--- src/hdl/gds_pkg.sv ---
// Shared types and constants for the grid divergence stencil.
// Used by every module of the block but gds_ram; depends on nothing.
package gds_pkg;

    localparam int GRID_COLS = 128;
    localparam int GRID_ROWS = 128;
    localparam int COL_W     = $clog2(GRID_COLS);
    localparam int ROW_W     = $clog2(GRID_ROWS);
    localparam int QDEPTH    = 4;

    // Input request, one grid cell.
    typedef struct packed {
        logic signed [31:0] vel_x;
        logic signed [31:0] vel_y;
        logic [23:0]        west_face_len;
        logic [23:0]        south_face_len;
        logic [31:0]        inv_area;
        logic [7:0]         depth_count;
    } t_in_item;

    // Output request, one divergence result.
    typedef struct packed {
        logic signed [47:0] div_value;
        logic [6:0]         out_row;
        logic [6:0]         out_col;
        logic               last_of_run;
    } t_out_item;

    // Line buffer word: what the next row needs from this column.
    typedef struct packed {
        logic signed [31:0] vel_x;
        logic signed [31:0] vel_y;
        logic [23:0]        south_len;
    } t_lb;

    // Job handed from front to back: face velocity sums, face lengths, flags.
    typedef struct packed {
        logic signed [32:0] flux_xe;   // ux + prev ux, this column
        logic signed [32:0] flux_xw;   // same, left column
        logic signed [32:0] flux_yc;   // uy + left uy, this row
        logic signed [32:0] flux_yp;   // same, previous row
        logic [23:0]        len_xe;
        logic [23:0]        len_xw;
        logic [23:0]        len_yc;
        logic [23:0]        len_yp;
        logic [31:0]        inv_area;
        logic [ROW_W-1:0]   row;
        logic [COL_W-1:0]   col;
        logic               active;    // nonzero result possible
        logic               two_out;   // last column follows with a zero
    } t_job;

endpackage

--- src/hdl/gds_queue.sv ---
// Short job queue between front and back of the divergence stencil.
// Depends on gds_pkg.
module gds_queue
    import gds_pkg::*;
(
    input  logic i_clk,
    input  logic i_rst_n,
    input  logic i_push,
    input  t_job i_push_job,
    output logic o_full,
    input  logic i_pop,
    output logic o_valid,
    output t_job o_job
);

    localparam int PTR_W = $clog2(QDEPTH);
    localparam int CNT_W = $clog2(QDEPTH + 1);

    t_job             r_mem [QDEPTH];
    logic [PTR_W-1:0] r_wr;
    logic [PTR_W-1:0] r_rd;
    logic [CNT_W-1:0] r_cnt;

    always_ff @(posedge i_clk) begin
        if (!i_rst_n) begin
            r_wr  <= '0;
            r_rd  <= '0;
            r_cnt <= '0;
        end else begin
            if (i_push) begin
                r_wr <= r_wr + PTR_W'(1);
            end
            if (i_pop) begin
                r_rd <= r_rd + PTR_W'(1);
            end
            if (i_push && !i_pop) begin
                r_cnt <= r_cnt + CNT_W'(1);
            end else if (i_pop && !i_push) begin
                r_cnt <= r_cnt - CNT_W'(1);
            end
        end
    end

    always_ff @(posedge i_clk) begin
        if (i_push) begin
            r_mem[r_wr] <= i_push_job;
        end
    end

    assign o_full  = (r_cnt == CNT_W'(QDEPTH));
    assign o_valid = (r_cnt != '0);
    assign o_job   = r_mem[r_rd];

endmodule

--- config.mk ---
export PLATFORM = sky130hd
export DESIGN_NAME = gds_queue
export DESIGN_NICKNAME = d
export VERILOG_FILES = /design/src/hdl/gds_pkg.sv /design/src/hdl/gds_queue.sv
export SDC_FILE = /design/constraint.sdc
export NUM_CORES = 1
export LEC_CHECK = 0
export BUFFER_PORTS_ARGS = -buffer_cell sky130_fd_sc_hd__buf_2
export CAP_MARGIN = 40
export CORE_MARGIN = 5
export CORE_UTILIZATION = 52
export DETAILED_ROUTE_END_ITERATION = 10
export HOLD_SLACK_MARGIN = 0.1
export PLACE_DENSITY_LB_ADDON = 0.15
export SLEW_MARGIN = 20
export SYNTH_ARGS = -nofsm -noshare
export SYNTH_HDL_FRONTEND = slang
export SYNTH_SLANG_ARGS = --single-unit
--- constraint.sdc ---
create_clock -name i_clk -period 8.59 [get_ports i_clk]
set_input_delay 1.718 -clock i_clk [delete_from_list [all_inputs] [get_ports i_clk]]
set_output_delay 1.718 -clock i_clk [all_outputs]
set_load 0.01 [all_outputs]
==> impl_metrics.py <==
metrics = {
    "status": {
        "status": "finished clean",
    },
    "route": {
        "first_iter_violations": 1126,
        "wl_per_cell_um": 25.7,
        "viasPerCell": 5.55,
        "ant_nets": 0,
        "wirelength_mm": 83.7,
        "dr_total_vias": 18100,
        "dr.pass1.iters": 6,
        "route.detailed.drc": 0,
    },
    "worst_setup_path": {
        "worstSetupPathType": "flip-flop to output port",
        "crit_path_end_kind": "output port",
        "start_kind": "flip-flop",
        "crit_end": "o_job[224]",
        "regToRegSetupSlack_ns": 6.08,
        "r2r_cells": 3,
        "worst_path_max_delay_cell": "mux4_1",
        "crit_fanout": 116,
        "slowest_delay_ns": 0.73,
        "crit_required_ns": 6.87,
        "regToRegStartpoint": "r_wr[0]$_SDFFE_PN0P_",
        "crit_chain": "buf_12, mux4_1, buf_2",
        "critPathArrivalTime_ns": 3.05,
        "r2r-end": "r_mem[3][271]$_DFFE_PP_",
    },
    "synthesis": {
        "synth_nets": 1771,
        "postSynthAreaPerCell_um2": 27.5,
        "synthArstFlopShare_pct": 0,
        "synth_cells": 1485,
        "synth-seq-area-share_pct": 81.7,
        "netlist.area_leader.share_pct": 81.3,
        "synthTopCellsByArea": "edfxtp_1 81%, mux4_2 8.3%, mux4_1 8.1%",
        "ys.flop_type": "edfxtp_1",
        "yosysUniqueCellTypes": 21,
        "synth-seq-cells": 1113,
        "synthesis.area_um2": 40800,
        "yosysTopAreaCell": "edfxtp_1",
        "synth_edf_count": 1104,
        "yosys_warnings": 0,
    },
    "die": {
        "ioPinCount": 558,
        "dieHeight_um": 290,
        "die-area_um2": 84100,
        "initial_core_util_pct": 52.6,
        "rows": 102,
        "coreArea_um2": 77600,
        "die_w_um": 290,
    },
    "timing": {
        "hold_violations": 0,
        "worst_pin_slew_ns": 1.21,
        "fin_skew_ns": 0.0195,
        "setup_viol": 0,
        "clock.fmax_ghz": 0.210,
        "rsz0062_at_grt": "no",
        "period_needed_ns": 4.77,
        "slew_violations": 0,
        "finalWorstSetupSlack_ns": 3.82,
        "min_period_over_period_pct": 55.5,
        "final.setup.tns_ns": 0,
        "max_slew_margin_pct": 19.1,
    },
    "layout": {
        "area_growth_syn_to_layout_pct": 18.4,
        "layout-drive-gt1-share_pct": 40.4,
        "final_area_um2": 48300,
        "regArea_um2": 33300,
        "multiInputGateArea_um2": 6950,
        "nets": 2404,
        "n_fill_cell": 5361,
    },
    "cts": {
        "htree_levels": 3,
        "post-cts-setup-buffers": 0,
        "path_clk_slew_ns": 0.06,
        "cts_inserted_buffers": 109,
        "cts_resized": 0,
        "cts_hold_buf": 0,
        "cts_buffer_depth": 3,
        "cts-root-buf": "clkbuf_16",
        "clock_sinks": 1113,
        "cts_tree": "yes",
        "clk_latency_ns": 0.64,
    },
    "global_route": {
        "antenna_found_initial": 30,
        "grt_usage_pct": 19.5,
        "grt_pass1_vias": 18900,
        "grt_overflow_total": 0,
        "grt_max_degree": 149,
        "grt_pass1_wl_mm": 124,
    },
    "pwr": {
        "p_leak_nw": 16.4,
        "power_density_nw_per_um2": 248,
        "design_power_total_mw": 12.0,
        "ir_worst_vdd_v": 0.000184,
    },
    "job": {
        "maxCapViolations": 0,
    },
    "hold_path": {
        "hold_class": "flip-flop to flip-flop",
    },
    "placed_design": {
        "routabilityCongestion": 0.763,
        "dp_hpwl_mm": 52.3,
        "placed_area_um2": 44800,
        "pre_cts_ws_ns": 4.41,
        "io_buffers": 557,
    },
}
-- worst min-delay path by stage --
stage	start	end	slack (ns)	cells after the start
2_1_floorplan	r_cnt[2]$_SDFFE_PN0P_	r_cnt[2]$_SDFFE_PN0P_	0.47	2
3_3_place_gp	r_cnt[2]$_SDFFE_PN0P_	r_cnt[2]$_SDFFE_PN0P_	0.48	2
3_5_place_dp	r_cnt[2]$_SDFFE_PN0P_	r_cnt[2]$_SDFFE_PN0P_	0.54	2
4_1_cts	r_wr[1]$_SDFFE_PN0P_	r_wr[1]$_SDFFE_PN0P_	0.58	2
5_1_grt	r_cnt[2]$_SDFFE_PN0P_	r_cnt[2]$_SDFFE_PN0P_	0.58	2
6_report	r_cnt[2]$_SDFFE_PN0P_	r_cnt[2]$_SDFFE_PN0P_	0.56	2
-- cell usage after synthesis (2+ instances only) --
cell type and number:
dfxtp_1 9, buf_8 3, or3_1 2, and2_1 9, mux4_2 150, edfxtp_1 1104
mux2i_1 2, ha_1 5, nor2b_1 2, inv_1 4, xnor2_1 2, buf_6 25
clkbuf_1 5, mux4_1 126, buf_2 29, xor2_1 3
-- stage by stage --
step | cells | hold WS, ns | util, %
finish | 3256 | 0.561 | 62.2
global route | 3249 | 0.579 | 62.2
CTS | 3242 | 0.579 | 62.2
detailed placement | 3047 | 0.537 | 57.8
global placement | 3038 | 0.482 | 57.5
floorplan | 1485 | 0.467 | -
-- layer usage --
layer	GRT usage, %	wire length [um]
met1	23.9	30600
met2	33.2	43700
met3	6.75	6960
met4	6.19	2300
met5	0	157
-- power by group --
part | internal (mW) | switching, mW
Combinational | 0.492 | 0.632
Sequential | 6.25 | 0.0594
Clock | 2.63 | 1.91
Total | 9.37 | 2.60
-- cell families (layout without fill, tap and decap cells) --
logic type / count (synthesis) / after routing / synth area share, %
AOI/OAI and AO/OA: 2 / 2 / 0.0307
muxes: 278 / 278 / 16.5
DFF: 1113 / 1113 / 81.7
adders and majority gates: 6 / 6 / 0.203
other: 0 / 14 / 0
buffers and inverters: 66 / 783 / 1.24
and+or+nand+nor: 15 / 15 / 0.227
xor gates and xnor gates: 5 / 5 / 0.107
-- flip-flops by register name (all words and copies together), names as in the netlist, named ones only --
| name | count |
|---|---|
| r_rd | 2 |
| r_cnt | 3 |
| r_mem | 1104 |
| r_wr | 2 |
-- cell usage in the layout (no fill, tap or decap) --
master,netlist,routed
nor2b_1,2,2
dfxtp_4,0,2
clkbuf_16,0,109
buf_16,0,6
mux4_2,150,150
fa_1,1,1
clkinv_2,0,21
o21ai_0,1,1
buf_4,0,12
diode_2,0,14
edfxtp_1,1104,1104
mux4_1,126,126
nor3b_1,1,1
buf_2,29,557
mux2i_1,2,2
inv_6,0,2
clkinvlp_4,0,3
a21boi_0,1,1
xor2_1,3,3
xnor2_1,2,2
and2_4,0,4
ha_1,5,5
nand2_1,1,1
dfxtp_1,9,7
or3_1,2,2
and2_1,9,5
clkbuf_1,5,25
inv_16,0,1
clkinv_8,0,2
clkinv_1,0,20
buf_12,0,9
inv_1,4,4
bufinv_16,0,10
clkinv_4,0,2
-- cell type report --
type / count / share of cell area, %
clock inverter: 61 / 1.22
tap: 1040 / 2.70
clock buffer: 134 / 5.84
inverter: 4 / 0.0311
antenna: 14 / 0.0726
timing repair buffer: 584 / 6.68
sequential: 1113 / 69.1
multi-input combinational: 306 / 14.4
-- worst max-delay path: cells and delay by family (launching register included) --
family / cells / cell delay [ns]
flip-flops: 1 / 0.66
buffers and inverters: 2 / 0.84
multiplexers: 1 / 0.73
Note: power is estimated with default switching activity, not from simulation.
